### src/hw/rtl/jse_pkg.sv
package jse_pkg;

  // Token kinds passed from the decoder to the encoder
  typedef enum logic [1:0] {
    TK_CP    = 2'd0,
    TK_OPEN  = 2'd1,
    TK_CLOSE = 2'd2
  } tok_kind_t;

  typedef struct packed {
    tok_kind_t   kind;
    logic [20:0] cp;
  } tok_t;

  // Token queue depth
  localparam int unsigned QDEPTH = 4;
  localparam int unsigned QAW    = 2;

  // Characters
  localparam logic [7:0] CH_BSLASH = 8'h5c;
  localparam logic [7:0] CH_QUOTE  = 8'h22;
  localparam logic [7:0] CH_SLASH  = 8'h2f;
  localparam logic [7:0] CH_BS     = 8'h08;
  localparam logic [7:0] CH_FF     = 8'h0c;
  localparam logic [7:0] CH_LF     = 8'h0a;
  localparam logic [7:0] CH_CR     = 8'h0d;
  localparam logic [7:0] CH_TAB    = 8'h09;
  localparam logic [7:0] CH_LOW_U  = 8'h75;

  localparam logic [20:0] CTRL_MAX  = 21'h1f;
  localparam logic [20:0] ASCII_END = 21'h80;

  // Code points with a two-byte backslash escape
  function automatic logic is_esc2(input logic [20:0] cp);
    logic hit;
    hit = 1'b0;
    if (cp[20:8] == 13'd0) begin
      case (cp[7:0])
        CH_BSLASH, CH_QUOTE, CH_SLASH, CH_BS, CH_FF, CH_LF, CH_CR, CH_TAB: hit = 1'b1;
        default: hit = 1'b0;
      endcase
    end
    return hit;
  endfunction

  // Second byte of a two-byte escape
  function automatic logic [7:0] esc_letter(input logic [7:0] c);
    logic [7:0] r;
    case (c)
      CH_BS:   r = 8'h62;  // b
      CH_FF:   r = 8'h66;  // f
      CH_LF:   r = 8'h6e;  // n
      CH_CR:   r = 8'h72;  // r
      CH_TAB:  r = 8'h74;  // t
      default: r = c;      // backslash, quote, slash stand as they are
    endcase
    return r;
  endfunction

  // Lowercase hex digit
  function automatic logic [7:0] hex_char(input logic [3:0] nib);
    logic [7:0] r;
    if (nib < 4'd10) r = 8'h30 + {4'd0, nib};
    else             r = 8'h57 + {4'd0, nib};
    return r;
  endfunction

endpackage

### src/hw/rtl/json_string_escaper_top.sv
// A decoded token passes the token queue, the token register and the output register
// before its first output byte appears. A four-entry token queue joins the two sides.
// The encoder gives one output byte per cycle while the output side is ready. The
// decoder takes one input byte per cycle while the token queue has room; each quote and
// each byte released from a broken or flushed UTF-8 sequence takes a step of its own.
// Reset: synchronous, active low; clears decoder state, queue, outputs and ascii_only.
module json_string_escaper_top
  import jse_pkg::*;
(
  input  logic        clk,
  input  logic        rst_n,
  // input channel
  input  logic        in_valid,
  output logic        in_ready,
  input  logic [7:0]  in_data_byte,
  input  logic        in_first_in,
  input  logic        in_last_in,
  // result channel
  output logic        out_valid,
  input  logic        out_ready,
  output logic [7:0]  out_byte,
  output logic        out_last_out,
  // register port
  input  logic        psel,
  input  logic        penable,
  input  logic        pwrite,
  input  logic [2:0]  paddr,
  input  logic [31:0] pwdata,
  output logic [31:0] prdata,
  output logic        pready
);

  logic ascii_only_r;
  logic q_push, q_not_full, q_pop, q_not_empty;
  tok_t q_tok, q_head;

  // Register port
  assign pready = 1'b1;
  assign prdata = (paddr[2] == 1'b0) ? {31'd0, ascii_only_r} : 32'd0;

  always_ff @(posedge clk) begin
    if (!rst_n) begin
      ascii_only_r <= 1'b0;
    end else if (psel && penable && pwrite && pready && paddr[2] == 1'b0) begin
      ascii_only_r <= pwdata[0];
    end
  end

  jse_front u_front (
    .clk          (clk),
    .rst_n        (rst_n),
    .in_valid     (in_valid),
    .in_ready     (in_ready),
    .in_data_byte (in_data_byte),
    .in_first_in  (in_first_in),
    .in_last_in   (in_last_in),
    .q_push       (q_push),
    .q_tok        (q_tok),
    .q_not_full   (q_not_full)
  );

  jse_fifo u_fifo (
    .clk       (clk),
    .rst_n     (rst_n),
    .push      (q_push),
    .push_tok  (q_tok),
    .not_full  (q_not_full),
    .pop       (q_pop),
    .not_empty (q_not_empty),
    .head_tok  (q_head)
  );

  jse_back u_back (
    .clk          (clk),
    .rst_n        (rst_n),
    .ascii_only   (ascii_only_r),
    .q_not_empty  (q_not_empty),
    .q_head       (q_head),
    .q_pop        (q_pop),
    .out_valid    (out_valid),
    .out_ready    (out_ready),
    .out_byte     (out_byte),
    .out_last_out (out_last_out)
  );

endmodule

### src/hw/rtl/jse_fifo.sv
module jse_fifo
  import jse_pkg::*;
(
  input  logic clk,
  input  logic rst_n,
  input  logic push,
  input  tok_t push_tok,
  output logic not_full,
  input  logic pop,
  output logic not_empty,
  output tok_t head_tok
);

  tok_t           mem_r [QDEPTH];
  logic [QAW-1:0] wp_r, rp_r;
  logic [QAW:0]   cnt_r;

  assign not_full  = (cnt_r < (QAW+1)'(QDEPTH));
  assign not_empty = (cnt_r != '0);
  assign head_tok  = mem_r[rp_r];

  // Storage
  always_ff @(posedge clk) begin
    if (push && not_full) begin
      mem_r[wp_r] <= push_tok;
    end
  end

  // Pointers and fill count
  always_ff @(posedge clk) begin
    if (!rst_n) begin
      wp_r  <= '0;
      rp_r  <= '0;
      cnt_r <= '0;
    end else begin
      if (push && not_full) wp_r <= wp_r + QAW'(1);
      if (pop && not_empty) rp_r <= rp_r + QAW'(1);
      case ({push && not_full, pop && not_empty})
        2'b10:   cnt_r <= cnt_r + (QAW+1)'(1);
        2'b01:   cnt_r <= cnt_r - (QAW+1)'(1);
        default: cnt_r <= cnt_r;
      endcase
    end
  end

endmodule

### src/hw/rtl/jse_front.sv
module jse_front
  import jse_pkg::*;
(
  input  logic       clk,
  input  logic       rst_n,
  input  logic       in_valid,
  output logic       in_ready,
  input  logic [7:0] in_data_byte,
  input  logic       in_first_in,
  input  logic       in_last_in,
  output logic       q_push,
  output tok_t       q_tok,
  input  logic       q_not_full
);

  typedef enum logic [1:0] {
    PH_OPEN  = 2'd0,
    PH_BYTE  = 2'd1,
    PH_FLUSH = 2'd2
  } phase_t;

  // Current request
  logic        busy_r, busy_nxt;
  logic [7:0]  byte_r, byte_nxt;
  logic        last_r, last_nxt;
  phase_t      phase_r, phase_nxt;
  // UTF-8 decoder
  logic        drain_r, drain_nxt;
  logic [7:0]  held_r [3];
  logic [7:0]  held_nxt [3];
  logic [1:0]  cnt_r, cnt_nxt;
  logic [2:0]  exp_r, exp_nxt;
  logic [20:0] acc_r, acc_nxt;

  logic        cont_ok, byte_done, finish;
  logic [7:0]  lo, hi;
  logic [20:0] acc_ext;

  // Continuation byte range, tighter after some lead bytes
  always_comb begin
    lo = 8'h80;
    hi = 8'hbf;
    if (cnt_r == 2'd1) begin
      case (held_r[0])
        8'he0:   lo = 8'ha0;
        8'hed:   hi = 8'h9f;
        8'hf0:   lo = 8'h90;
        8'hf4:   hi = 8'h8f;
        default: ;
      endcase
    end
    cont_ok = (byte_r >= lo) && (byte_r <= hi);
    acc_ext = {acc_r[14:0], byte_r[5:0]};
  end

  assign in_ready = !busy_r || finish;

  // Step the decoder, one token per cycle at most
  always_comb begin
    busy_nxt  = busy_r;
    byte_nxt  = byte_r;
    last_nxt  = last_r;
    phase_nxt = phase_r;
    drain_nxt = drain_r;
    held_nxt  = held_r;
    cnt_nxt   = cnt_r;
    exp_nxt   = exp_r;
    acc_nxt   = acc_r;
    q_push    = 1'b0;
    q_tok     = '{kind: TK_CP, cp: 21'd0};
    byte_done = 1'b0;
    finish    = 1'b0;

    if (busy_r && q_not_full) begin
      case (phase_r)
        PH_OPEN: begin
          q_push     = 1'b1;
          q_tok.kind = TK_OPEN;
          cnt_nxt    = 2'd0;
          exp_nxt    = 3'd0;
          acc_nxt    = 21'd0;
          drain_nxt  = 1'b0;
          phase_nxt  = PH_BYTE;
        end
        PH_BYTE: begin
          if (drain_r || (cnt_r != 2'd0 && !cont_ok)) begin
            // broken sequence: held bytes go out one by one as Latin-1
            q_push      = 1'b1;
            q_tok.cp    = {13'd0, held_r[0]};
            held_nxt[0] = held_r[1];
            held_nxt[1] = held_r[2];
            cnt_nxt     = cnt_r - 2'd1;
            drain_nxt   = (cnt_r > 2'd1);
          end else if (cnt_r == 2'd0) begin
            byte_done = 1'b1;
            if (byte_r >= 8'hc2 && byte_r <= 8'hf4) begin
              held_nxt[0] = byte_r;
              cnt_nxt     = 2'd1;
              if (byte_r <= 8'hdf) begin
                exp_nxt = 3'd2;
                acc_nxt = {16'd0, byte_r[4:0]};
              end else if (byte_r <= 8'hef) begin
                exp_nxt = 3'd3;
                acc_nxt = {17'd0, byte_r[3:0]};
              end else begin
                exp_nxt = 3'd4;
                acc_nxt = {18'd0, byte_r[2:0]};
              end
            end else begin
              q_push   = 1'b1;
              q_tok.cp = {13'd0, byte_r};
            end
          end else begin
            byte_done = 1'b1;
            if ({1'b0, cnt_r} + 3'd1 >= exp_r) begin
              q_push   = 1'b1;
              q_tok.cp = acc_ext;
              cnt_nxt  = 2'd0;
              exp_nxt  = 3'd0;
              acc_nxt  = 21'd0;
            end else begin
              held_nxt[cnt_r] = byte_r;
              cnt_nxt         = cnt_r + 2'd1;
              acc_nxt         = acc_ext;
            end
          end
          if (byte_done) begin
            if (last_r) phase_nxt = PH_FLUSH;
            else        finish    = 1'b1;
          end
        end
        PH_FLUSH: begin
          q_push = 1'b1;
          if (cnt_r != 2'd0) begin
            q_tok.cp    = {13'd0, held_r[0]};
            held_nxt[0] = held_r[1];
            held_nxt[1] = held_r[2];
            cnt_nxt     = cnt_r - 2'd1;
            drain_nxt   = 1'b0;
          end else begin
            q_tok.kind = TK_CLOSE;
            finish     = 1'b1;
          end
        end
        default: finish = 1'b1;
      endcase
    end

    if (finish) busy_nxt = 1'b0;

    // Take a new request
    if (in_valid && in_ready) begin
      busy_nxt  = 1'b1;
      byte_nxt  = in_data_byte;
      last_nxt  = in_last_in;
      phase_nxt = in_first_in ? PH_OPEN : PH_BYTE;
    end
  end

  always_ff @(posedge clk) begin
    if (!rst_n) begin
      busy_r  <= 1'b0;
      phase_r <= PH_BYTE;
      drain_r <= 1'b0;
      cnt_r   <= 2'd0;
      exp_r   <= 3'd0;
      acc_r   <= 21'd0;
      held_r  <= '{default: 8'd0};
    end else begin
      busy_r  <= busy_nxt;
      phase_r <= phase_nxt;
      drain_r <= drain_nxt;
      cnt_r   <= cnt_nxt;
      exp_r   <= exp_nxt;
      acc_r   <= acc_nxt;
      held_r  <= held_nxt;
    end
    byte_r <= byte_nxt;
    last_r <= last_nxt;
  end

endmodule

### src/hw/rtl/jse_back.sv
module jse_back
  import jse_pkg::*;
(
  input  logic       clk,
  input  logic       rst_n,
  input  logic       ascii_only,
  input  logic       q_not_empty,
  input  tok_t       q_head,
  output logic       q_pop,
  output logic       out_valid,
  input  logic       out_ready,
  output logic [7:0] out_byte,
  output logic       out_last_out
);

  typedef enum logic [1:0] {
    M_QUOTE = 2'd0,
    M_ESC   = 2'd1,
    M_HEX   = 2'd2,
    M_UTF   = 2'd3
  } mode_t;

  // Token under expansion
  logic        tv_r;
  mode_t       mode_r;
  logic [20:0] cp_r;
  logic        close_r;
  logic [3:0]  len_r;
  logic [2:0]  idx_r;
  // Output register
  logic        ov_r;
  logic [7:0]  ob_r;
  logic        ol_r;

  logic        adv, last_idx, load;
  mode_t       mode_c;
  logic [3:0]  len_c;
  logic [7:0]  byte_c;
  logic [3:0]  pos;
  logic [23:0] cp_pad;

  assign adv      = tv_r && (!ov_r || out_ready);
  assign last_idx = ({1'b0, idx_r} == len_r - 4'd1);
  assign load     = q_not_empty && (!tv_r || (adv && last_idx));
  assign q_pop    = load;

  assign out_valid    = ov_r;
  assign out_byte     = ob_r;
  assign out_last_out = ol_r;

  // Classify the queue head
  always_comb begin
    mode_c = M_UTF;
    len_c  = 4'd1;
    if (q_head.kind != TK_CP) begin
      mode_c = M_QUOTE;
      len_c  = 4'd1;
    end else if (is_esc2(q_head.cp)) begin
      mode_c = M_ESC;
      len_c  = 4'd2;
    end else if (q_head.cp <= CTRL_MAX || (q_head.cp >= ASCII_END && ascii_only)) begin
      mode_c = M_HEX;
      if (q_head.cp[20])         len_c = 4'd8;
      else if (q_head.cp[19:16] != 4'd0) len_c = 4'd7;
      else                       len_c = 4'd6;
    end else if (q_head.cp < 21'h80) begin
      len_c = 4'd1;
    end else if (q_head.cp < 21'h800) begin
      len_c = 4'd2;
    end else if (q_head.cp < 21'h10000) begin
      len_c = 4'd3;
    end else begin
      len_c = 4'd4;
    end
  end

  // Byte at the current index
  always_comb begin
    pos    = len_r - 4'd1 - {1'b0, idx_r};
    cp_pad = {3'd0, cp_r};
    byte_c = CH_QUOTE;
    case (mode_r)
      M_QUOTE: byte_c = CH_QUOTE;
      M_ESC:   byte_c = (idx_r == 3'd0) ? CH_BSLASH : esc_letter(cp_r[7:0]);
      M_HEX: begin
        if (idx_r == 3'd0)      byte_c = CH_BSLASH;
        else if (idx_r == 3'd1) byte_c = CH_LOW_U;
        else                    byte_c = hex_char(cp_pad[{pos[2:0], 2'b00} +: 4]);
      end
      M_UTF: begin
        if (len_r == 4'd1) begin
          byte_c = cp_r[7:0];
        end else if (idx_r == 3'd0) begin
          case (len_r)
            4'd2:    byte_c = {3'b110, cp_r[10:6]};
            4'd3:    byte_c = {4'b1110, cp_r[15:12]};
            default: byte_c = {5'b11110, cp_r[20:18]};
          endcase
        end else begin
          case (pos[1:0])
            2'd0:    byte_c = {2'b10, cp_r[5:0]};
            2'd1:    byte_c = {2'b10, cp_r[11:6]};
            default: byte_c = {2'b10, cp_r[17:12]};
          endcase
        end
      end
      default: byte_c = CH_QUOTE;
    endcase
  end

  always_ff @(posedge clk) begin
    if (!rst_n) begin
      tv_r  <= 1'b0;
      idx_r <= 3'd0;
      ov_r  <= 1'b0;
    end else begin
      // token register
      if (load) begin
        tv_r  <= 1'b1;
        idx_r <= 3'd0;
      end else if (adv) begin
        if (last_idx) tv_r <= 1'b0;
        idx_r <= idx_r + 3'd1;
      end
      // output register
      if (adv)            ov_r <= 1'b1;
      else if (out_ready) ov_r <= 1'b0;
    end
    if (load) begin
      mode_r  <= mode_c;
      len_r   <= len_c;
      cp_r    <= q_head.cp;
      close_r <= (q_head.kind == TK_CLOSE);
    end
    if (adv) begin
      ob_r <= byte_c;
      ol_r <= close_r;
    end
  end

endmodule
### config.mk
export PLATFORM = sky130hd
export DESIGN_NAME = json_string_escaper_top
export DESIGN_NICKNAME = d
export VERILOG_FILES = /design/src/hw/rtl/jse_pkg.sv /design/src/hw/rtl/json_string_escaper_top.sv /design/src/hw/rtl/jse_fifo.sv /design/src/hw/rtl/jse_front.sv /design/src/hw/rtl/jse_back.sv
export SDC_FILE = /design/constraint.sdc
export NUM_CORES = 1
export LEC_CHECK = 0
export ABC_AREA = 1
export BUFFER_PORTS_ARGS = -buffer_cell sky130_fd_sc_hd__buf_2
export CAP_MARGIN = 20
export CORE_ASPECT_RATIO = 0.8
export CORE_MARGIN = 2
export CORE_UTILIZATION = 30
export CTS_CLUSTER_SIZE = 8
export DETAILED_ROUTE_END_ITERATION = 6
export PLACE_DENSITY_LB_ADDON = 0.12
export SYNTH_ARGS = -nofsm -noshare
export SYNTH_HDL_FRONTEND = slang
export SYNTH_SLANG_ARGS = --single-unit
### constraint.sdc
create_clock -name clk -period 6.1 [get_ports clk]
set_clock_uncertainty 0.15 [all_clocks]
set_input_delay 0.61 -clock clk [delete_from_list [all_inputs] [get_ports clk]]
set_output_delay 0.61 -clock clk [all_outputs]
set_load 0.01 [all_outputs]
### After elaboration in Yosys (flattened, before gate mapping)

Memories as Yosys holds them, arrays and structs flattened. A register that Yosys moved wholly into a read port is not among the register bits.
Index checks and enable logic that the tools add are counted.
W data, S select, Z words.

| operators by class | value |
|---|---|
| reductions and logical operators | 57 |
| equal/unequal tests | 43 |
| add/subtract/negate cells | 12 |
| multiply operators | 0 |
| multiplexer cells | 101 |
| $lt $le $gt $ge | 17 |
| shifts and indexed selects | 1 |
| bitwise operators | 6 |
| divide/modulo/power cells | 0 |

Operators by type and width:

| cell | number |
|---|---|
| $mux W8 | 13 |
| $eq A8 B4 Y1 const B | 10 |
| $mux W21 | 3 |
| $mux W15 | 4 |
| $mux W16 | 3 |
| $pmux W6 S2 | 4 |
| $pmux W21 S2 | 1 |
| $pmux W8 S5 | 1 |
| $eq A8 B8 Y1 const B | 4 |
| $pmux W16 S2 | 1 |
| $pmux W8 S4 | 1 |
| $mux W1 | 31 |
| $pmux W15 S2 | 1 |
| $mux W2 | 13 |
| $bwmux W24 | 1 |
| $le A8 B8 Y1 const B | 3 |
| $mux W24 | 1 |
| $shiftx A24 B6 Y4 | 1 |
| $mux W23 | 1 |
| $ge A21 B8 Y1 const B | 1 |
| $le A21 B5 Y1 const B | 1 |
| $lt A21 B12 Y1 const B | 1 |
| $lt A21 B17 Y1 const B | 1 |
| $lt A21 B8 Y1 const B | 1 |
| other kinds (58) | 135 |

| word-level totals | value |
|---|---|
| output and inout bits | 44 |
| memories | 1 |
| bits in read-only memories | 0 |
| flip-flop bits (word level) | 107 |
| latch bits | 0 |
| bits of input ports | 52 |
| bits in writable memories | 92 |

Memory list:

| name | depth | bits a word | read ports | clocked after memory_dff | write ports | RTL line | RTL |
|---|---|---|---|---|---|---|---|
| u_fifo.mem_r | 4 | 23 | 1 | 1 | 1 | jse_fifo.sv:14 | `tok_t mem_r [QDEPTH];` |

### Logic depth before layout (Yosys ltp)

Gate-level depths: netlist of run 1.

| depth | value |
|---|---|
| depth after elaboration | 18 |
| gate-level depth with buffers | 26 |

### Hierarchy

Synthesis of run 1 repeated with hierarchy kept, for this count alone.

| second synthesis, totals | value |
|---|---|
| cells, all modules | 1,150 |
| area total of the unflattened synthesis | 10,731.5 µm² |

By module, submodules not included:

| module | instances | cells an instance | area an instance (µm²) |
|---|---|---|---|
| jse_fifo | 1 | 287 | 4,176.5 |
| jse_front | 1 | 448 | 3,383.2 |
| jse_back | 1 | 369 | 2,857.7 |
| json_string_escaper_top | 1 | 46 | 314.1 |

### Worst setup path after synthesis of run 1

OpenSTA, ideal clock, no wires.

| timing path | value |
|---|---|
| path type | reg2reg |
| start | reg u_front.cnt_r[0] |
| end | mem u_fifo.mem_r[0][0] (netlist name) (enable) |
| stages on the path, launching flop included | 19 |
| data required time | 5.547 ns |
| arrival | 3.326 ns |
| clock period less this slack | 3.879 ns |
| path slack | 2.221 ns |
| cell sequence | dfxtp_1 > ha_1 > clkbuf_1 > nand4_1 > nor4_1 > ha_1 > nand2_1 > nor2_1 > nand2_1 > nand2_1 > nand2_1 > nand2_2 > nand2_4 > nand2_2 > nand2_1 > nor3_1 > nor2_2 > inv_2 > nor2_1 |

| between the ends | value |
|---|---|
| longest elaborated chain between the ends | 13 |
| elaborated cells between the ends (all ways) | 21 |
| those cells by class | add/sub: 1; order compare: 3; eq/ne: 1; mux: 9; reduce/logical: 7 |

Ends and longest elaborated chain:

| element | RTL line | RTL |
|---|---|---|
| start, declared | jse_front.sv:31 | `logic [1:0] cnt_r, cnt_nxt;` |
| start signal, assigned | jse_front.sv:173 | `cnt_r <= cnt_nxt;` |
| $eq A2 B1 Y1 | jse_front.sv:43 | `if (cnt_r == 2'd1) begin` |
| $mux W8 | jse_front.sv:43 |  |
| $ge A8 B8 Y1 / $le A8 B8 Y1 (equally long branches) | jse_front.sv:52 | `cont_ok = (byte_r >= lo) && (byte_r <= hi);` |
| $logic_and A1 B1 Y1 | jse_front.sv:52 |  |
| $logic_not A1 Y1 | jse_front.sv:86 | `if (drain_r \|\| (cnt_r != 2'd0 && !cont_ok)) begin` |
| $logic_and A1 B1 Y1 | jse_front.sv:86 |  |
| $logic_or A1 B1 Y1 | jse_front.sv:86 |  |
| $mux W1 (*) | jse_front.sv:86 |  |
| $pmux W1 S2 (*) | jse_front.sv:75 | `case (phase_r)` |
| $mux W1 (*) | jse_front.sv:74 | `if (busy_r && q_not_full) begin` |
| $logic_and A1 B1 Y1 (*) | jse_fifo.sv:24 | `if (push && not_full) begin` |
| $mux W1 (*) | jse_fifo.sv:24 |  |
| $mux W1 (implied by the code) (*) | jse_fifo.sv:25 | `mem_r[wp_r] <= push_tok;` |
| end, declared | jse_fifo.sv:14 |  |

Mark *: on every way between the ends. The rest lies on a longest branch, timed or not.

### Final worst setup path of run 1

| timing path | value |
|---|---|
| start | reg u_front.cnt_r[0] |
| end | reg u_fifo.cnt_r[2] |

| between the ends | value |
|---|---|
| longest elaborated chain between the ends | 13 |
| elaborated cells between the ends (all ways) | 23 |
| those cells by class | add/sub: 1; order compare: 3; eq/ne: 3; mux: 8; reduce/logical: 8 |

Ends and longest elaborated chain:

| element | RTL line | RTL |
|---|---|---|
| $eq A2 B1 Y1 | jse_front.sv:43 |  |
| $mux W8 | jse_front.sv:43 |  |
| $ge A8 B8 Y1 / $le A8 B8 Y1 (equally long branches) | jse_front.sv:52 |  |
| $logic_and A1 B1 Y1 | jse_front.sv:52 |  |
| $logic_not A1 Y1 | jse_front.sv:86 |  |
| $logic_and A1 B1 Y1 | jse_front.sv:86 |  |
| $logic_or A1 B1 Y1 | jse_front.sv:86 |  |
| $mux W1 (*) | jse_front.sv:86 |  |
| $pmux W1 S2 (*) | jse_front.sv:75 |  |
| $mux W1 (*) | jse_front.sv:74 |  |
| $logic_and A1 B1 Y1 (*) | jse_fifo.sv:38 | `case ({push && not_full, pop && not_empty})` |
| $eq A2 B1 Y1 / $eq A2 B2 Y1 (equally long branches) | jse_fifo.sv:38 |  |
| $pmux W3 S2 / $reduce_bool A2 Y1 (equally long branches) | -- |  |
| end signal, assigned | jse_fifo.sv:39 | `2'b10: cnt_r <= cnt_r + (QAW+1)'(1);` |
| end signal, assigned | jse_fifo.sv:40 | `2'b01: cnt_r <= cnt_r - (QAW+1)'(1);` |
| end signal, assigned | jse_fifo.sv:41 | `default: cnt_r <= cnt_r;` |
| end, declared | jse_fifo.sv:16 | `logic [QAW:0] cnt_r;` |

Marks and branches as above.
A chain may end at the register's enable or synchronous reset.

==> results.py, run 1 <==
metrics = {
    "final_layout": {
        "drive_above_1_share": 0.0973,
        "antennaDiodeCount": 0,
        "fin_nets": 1266,
        "area_growth_pct": 12.4,
        "layout.cells.non_filler": 1668,
        "final_area_um2": 11700,
    },
    "power_and_ir_drop": {
        "p_sw_uw": 2500,
        "p_int_uw": 3510,
        "peakVddDrop_mv": 0.191,
        "power.density_nw_per_um2": 515,
        "p_leak_uw": 0.00457,
        "clkPwrFrac": 0.252,
        "seqPwrFrac": 0.351,
        "p_sw_frac": 0.416,
        "combPwrFrac": 0.397,
    },
    "sta": {
        "slew_headroom": 0.415,
        "drv_slew": 0,
        "fin_setup_tns_ns": 0,
        "worst_pin_slew_ns": 0.875,
        "hold_viol": 0,
        "rsz0062_at_grt": "false",
        "setup_slack_ns": 1.72,
        "fin_crit_sh": 0.718,
        "whs_ns": 0.0885,
        "period_needed_ns": 4.38,
        "setup_viol": 0,
        "max_freq_ghz": 0.228,
    },
    "detailed_routing": {
        "first_iter_violations": 666,
        "vias": 7710,
        "avgRoutedWirePerCell_um": 15.9,
        "dr.pass1.iters": 5,
        "wl_um": 26500,
        "vias_per_cell": 4.62,
        "ant_nets": 0,
        "drc": 0,
    },
    "synthesis": {
        "synth_edf_count": 138,
        "async_reset_ff_frac": 0,
        "ys_seq_area_frac": 0.521,
        "synth-seq-cells": 201,
        "yosysWarnings": 0,
        "synthCells": 1153,
        "avgSynthCellArea_um2": 9.01,
        "syn-cell-area_um2": 10400,
        "synthFlopType": "edfxtp_1",
        "ys_types": 59,
    },
    "setup_path": {
        "cp.arrival_ns": 4.64,
        "required_ns": 6.36,
        "path_max_fanout": 10,
        "worstSetupPathType": "register to register",
        "endpoint_kind": "register",
        "startpoint_type": "register",
    },
    "floorplanning": {
        "num_rows": 60,
        "dieHeight_um": 170,
        "io-pin-count": 96,
        "core_um2": 33900,
        "dieArea_um2": 36100,
        "initial_utilization": 0.307,
        "die_x_um": 212,
    },
    "hold_path": {
        "worstHoldPathType": "primary input to register",
    },
    "placement": {
        "place_ws_ns": 1.74,
        "post-dp-hpwl_um": 18700,
        "gp_congestion": 0.875,
        "io_buffers": 30,
        "placed_area_um2": 10800,
        "placed_cells": 1614,
    },
    "grt": {
        "grt_use_total": 0.149,
        "overflow": 0,
        "grt_max_degree": 39,
        "grt_pass1_vias": 7259,
        "antenna_found_initial": 0,
        "grt_pass1_wl_um": 41600,
    },
    "cts": {
        "clkLatencyLatePin_ns": 0.55,
        "cts_buffers": 29,
        "path_clk_slew_ns": 0.05,
        "cts-root-buf": "clkbuf_16",
        "post_cts_resized": 0,
        "ctsHoldBuffers": 0,
        "post_cts_buffers": 0,
        "ctsHtreeMaxLevel": 1,
        "cts_tree": "built",
        "clkSinkCount": 201,
        "clock_path_buffers": 3,
    },
    "outcome": {
        "status": "finished clean",
    },
    "run": {
        "max_cap_viol_count": 0,
    },
}
[worst max-delay path: stages (launching register included)]
cell and delay [ns]:
dfxtp_1 0.45, ha_1 0.54, nand4_1 0.19, nor4_1 0.28
ha_1 0.17, nand2_1 0.05, nor2_1 0.10, nand2_1 0.06
nand2_1 0.05, nand2_1 0.07, nand2_2 0.10, nand2_4 0.12
nand2_2 0.10, nand2_1 0.09, nor3_1 0.23, nor2_2 0.13
inv_2 0.21, ha_1 0.18, inv_1 0.07, fa_1 0.43
a21oi_1 0.14, o21ai_0 0.11, o21ai_0 0.16, a21oi_1 0.06
[path summary, 6_finish.rpt]
kind                                      start                       endpoint  slack (ns)  depth (start not counted)
hold / removal                  in_data_byte[2]    u_front.byte_r[2]$_DFFE_PP_        0.09                          1
setup / recovery  u_front.cnt_r[0]$_SDFFE_PN0P_   u_fifo.cnt_r[2]$_SDFFE_PN0P_        1.72                         23
hold reg to reg        u_back.close_r$_DFFE_PP_  u_back.out_last_out$_DFFE_PP_        0.29                          0
setup reg to reg  u_front.cnt_r[0]$_SDFFE_PN0P_   u_fifo.cnt_r[2]$_SDFFE_PN0P_        1.72                         23
[flip-flops by register name (all words and copies together), names as in the netlist, 3 cells and up, named ones only]
register and flops:
u_front.acc_r 15, u_front.exp_r 3, u_front.held_r 24, u_front.byte_r 8
u_back.idx_r 3, u_back.cp_r 21, u_fifo.mem_r 92, u_back.out_byte 8
u_back.len_r 4, u_fifo.cnt_r 3
[layer usage]
| layer | share of wire | vias to the layer above | GRT usage |
|---|---|---|---|
| li1 | - | 3898 | - |
| met1 | 0.53 | 3594 | 0.231 |
| met2 | 0.40 | 184 | 0.213 |
| met3 | 0.055 | 34 | 0.0297 |
| met4 | 0.016 | 0 | 0.0288 |
| met5 | 0 | - | 0 |
[cell usage in the layout, fill, tap and decap left out, types with 22 or more instances in the layout]
master and count:
edfxtp_1 138, clkbuf_1 22, o21ai_0 63, ha_1 32
nor3_1 24, nand3_1 57, buf_2 30, inv_1 162
clkbuf_16 30, nand2_1 220, conb_1 32, nor2_1 80
a21oi_1 93, dfxtp_1 61
[metrics by stage]
step	power (uW)	utilization
3_5_place_dp	4510	0.319
5_1_grt	6480	0.345
2_1_floorplan	3870	-
4_1_cts	6060	0.345
3_3_place_gp	4520	0.319
6_report	6010	0.345
[cell usage after synthesis (5+ instances only)]
cell | number | area, um2
edfxtp_1 | 138 | 4140
o22ai_1 | 13 | 81.3
dfxtp_1 | 63 | 1260
buf_6 | 9 | 101
clkbuf_1 | 9 | 33.8
a21oi_1 | 93 | 465
o21ai_0 | 63 | 315
inv_1 | 162 | 608
o21ai_1 | 13 | 65.1
a211oi_1 | 18 | 135
nor3_1 | 24 | 120
inv_2 | 6 | 22.5
buf_4 | 33 | 248
buf_2 | 13 | 65.1
nand3_1 | 57 | 285
o211ai_1 | 13 | 97.6
nand2_2 | 7 | 43.8
nor2_1 | 84 | 315
nand3_2 | 5 | 50.1
nand2_1 | 220 | 826
nand4_1 | 12 | 75.1
ha_1 | 32 | 400
[logic make-up after synthesis]
logic type / share of synthesized area
compound gates: 0.140
xor+xnor: 0.00494
fa+ha+maj: 0.0424
buf+inv: 0.107
flops: 0.521
other cells: 0.000723
simple gates: 0.184
[power by group through the flow]
stage / Clock [uW] / Sequential [uW] / Combinational (uW)
after detailed placement: 0 / 2140 / 2370
after global routing: 1620 / 2150 / 2710
after floorplan: 0 / 2030 / 1850
final: 1520 / 2110 / 2380
after global placement: 0 / 2140 / 2380
after CTS: 1560 / 2110 / 2380
[final cells by class]
class,instances,area [um2]
clock inverter,1,8.76
clock buffer,53,847
multi-input combinational,744,4010
fill,3515,22200
tap,465,582
sequential,201,5410
inverter,170,641
timing repair buffer,34,180
Note: power is estimated with default switching activity, not from simulation.
==> run 2: changes to the inputs <==
Clock period 6.1 ns to 3.84 ns, I/O delays scaled along.
==> results.py, run 2 (synthesized netlist as in run 1, its figures left out) <==
metrics = {
    "final_layout": {
        "reg.largest.list": "u_fifo.mem_r (92), u_front.held_r (24), u_back.cp_r (21)",
        "fin_nets": 1302,
        "regMostFlops": "u_fifo.mem_r",
        "final_common_cell": "nand2_1",
        "most-common-layout-cells": "nand2_1 (220), inv_1 (161), edfxtp_1 (138)",
        "drive_above_1_share": 0.117,
        "final_area_um2": 12000,
        "antennaDiodeCount": 0,
        "area_growth_pct": 15.8,
        "fill_cells": 3491,
        "largest_reg_flops": 92,
        "layout.cells.non_filler": 1701,
    },
    "hold_path": {
        "worstHoldPathType": "primary input to register",
    },
    "sta": {
        "whs_ns": 0.111,
        "fin_crit_sh": 0.918,
        "hold_viol": 0,
        "period_needed_ns": 3.53,
        "max_freq_ghz": 0.284,
        "setup_viol": 0,
        "slew_headroom": 0.481,
        "fin_setup_tns_ns": 0,
        "rsz0062_at_grt": "false",
        "worst_pin_slew_ns": 0.777,
        "drv_slew": 0,
    },
    "cts": {
        "path_clk_slew_ns": 0.05,
        "clock_path_buffers": 3,
        "cts-root-buf": "clkbuf_16",
        "cts_tree": "built",
        "clkLatencyLatePin_ns": 0.54,
        "clkSinkCount": 201,
        "cts_buffers": 29,
        "ctsHtreeMaxLevel": 1,
    },
    "setup_path": {
        "cp.arrival_ns": 3.79,
        "endpoint_kind": "register",
        "required_ns": 4.10,
        "startpoint_type": "register",
        "path_max_fanout": 4,
        "worstSetupPathType": "register to register",
    },
    "detailed_routing": {
        "wl_um": 27000,
        "first_iter_violations": 515,
        "vias": 7873,
        "dr.pass1.iters": 5,
        "vias_per_cell": 4.63,
        "avgRoutedWirePerCell_um": 15.9,
        "drc": 0,
        "ant_nets": 0,
    },
    "floorplanning": {
        "initial_utilization": 0.307,
        "dieArea_um2": 36100,
        "io-pin-count": 96,
        "die_x_um": 212,
        "core_um2": 33900,
        "num_rows": 60,
        "dieHeight_um": 170,
    },
    "run": {
        "max_cap_viol_count": 0,
    },
    "power_and_ir_drop": {
        "peakVddDrop_mv": 0.300,
        "power.density_nw_per_um2": 801,
        "p_leak_uw": 0.00475,
    },
    "placement": {
        "gp_congestion": 0.884,
        "placed_cells": 1636,
        "io_buffers": 30,
        "post-dp-hpwl_um": 19300,
        "placed_area_um2": 11000,
    },
    "grt": {
        "grt_pass1_vias": 7362,
        "antenna_found_initial": 0,
        "grt_max_degree": 60,
        "grt_pass1_wl_um": 42100,
        "overflow": 0,
        "grt_use_total": 0.151,
    },
    "outcome": {
        "status": "finished clean",
    },
}
## run 2: changes by cell type in the layout (fill, tap and decap cells not counted), sizes merged
cell,previous run,this run
inv,170,169
clkbuf,53,50
dlygate4sd3,0,13
buf,34,57
clkinv,1,2
## run 2: per-layer routing
metal  global-route usage  vias to the layer above  wire, um
met5                    0                        -         0
met3               0.0262                       30      1490
met4               0.0297                        0       397
met1                0.240                     3696     14300
met2                0.210                      183     10800
li1                     -                     3964         -
## run 2: layout make-up
cell class / count / area (um2) / share of cell area
flip-flops and latches: 201 / 5410 / 0.450
multi-input cells: 744 / 4010 / 0.334
clock buffers: 50 / 815 / 0.0677
inverters: 170 / 641 / 0.0533
well taps: 465 / 582 / 0.0484
repair buffers: 70 / 566 / 0.0470
clock inverters: 1 / 5.00 / 0.000416
## run 2: report_power, final
group / internal, uW / switching (uW)
clock: 1410 / 910
sequential: 2950 / 337
combinational: 1290 / 2730
## run 2: through the flow
step / util / setup WS, ns / total power [uW]
6_report: 0.355 / 0.314 / 9640
5_1_grt: 0.355 / 0.0104 / 10400
4_1_cts: 0.354 / 0.179 / 9710
3_5_place_dp: 0.326 / 0.171 / 7320
3_3_place_gp: 0.326 / 0.187 / 7320
2_1_floorplan: - / -0.0391 / 6150
## run 2: critical path, stage by stage (launching register included)
cell and delay, ns:
dfxtp_1 0.36, nand2_1 0.11, nor3_1 0.17, nand4_1 0.17, a21oi_2 0.16, ha_1 0.24
nand2_1 0.06, a21boi_0 0.08, nand2_1 0.07, nand2_1 0.07, nand2_2 0.09, nand2_4 0.05
nand2_2 0.08, nand2_1 0.09, nor3_2 0.19, nor2_2 0.11, inv_2 0.07, ha_1 0.13
inv_1 0.07, fa_1 0.43, a21oi_1 0.14, o21ai_0 0.11, o21ai_0 0.15, a21oi_1 0.05
## run 2: worst paths after layout
| check | from | endpoint | slack (ns) | cells past startpoint |
|---|---|---|---|---|
| max | u_front.held_r[23]$_SDFFE_PN0P_ | u_fifo.cnt_r[2]$_SDFFE_PN0P_ | 0.31 | 23 |
| min | in_first_in | u_front.phase_r[0]$_SDFFE_PN1P_ | 0.11 | 6 |
| max reg2reg | u_front.held_r[23]$_SDFFE_PN0P_ | u_fifo.cnt_r[2]$_SDFFE_PN0P_ | 0.31 | 23 |
| min reg2reg | u_back.close_r$_DFFE_PP_ | u_back.out_last_out$_DFFE_PP_ | 0.27 | 0 |
## run 2: repair_timing
item	in CTS	in global routing
gates resized for setup	0	7
endpoints found under the hold margin	12	0
hold buffers	13	0
endpoints found under the setup margin	0	2
buffers inserted	0	0
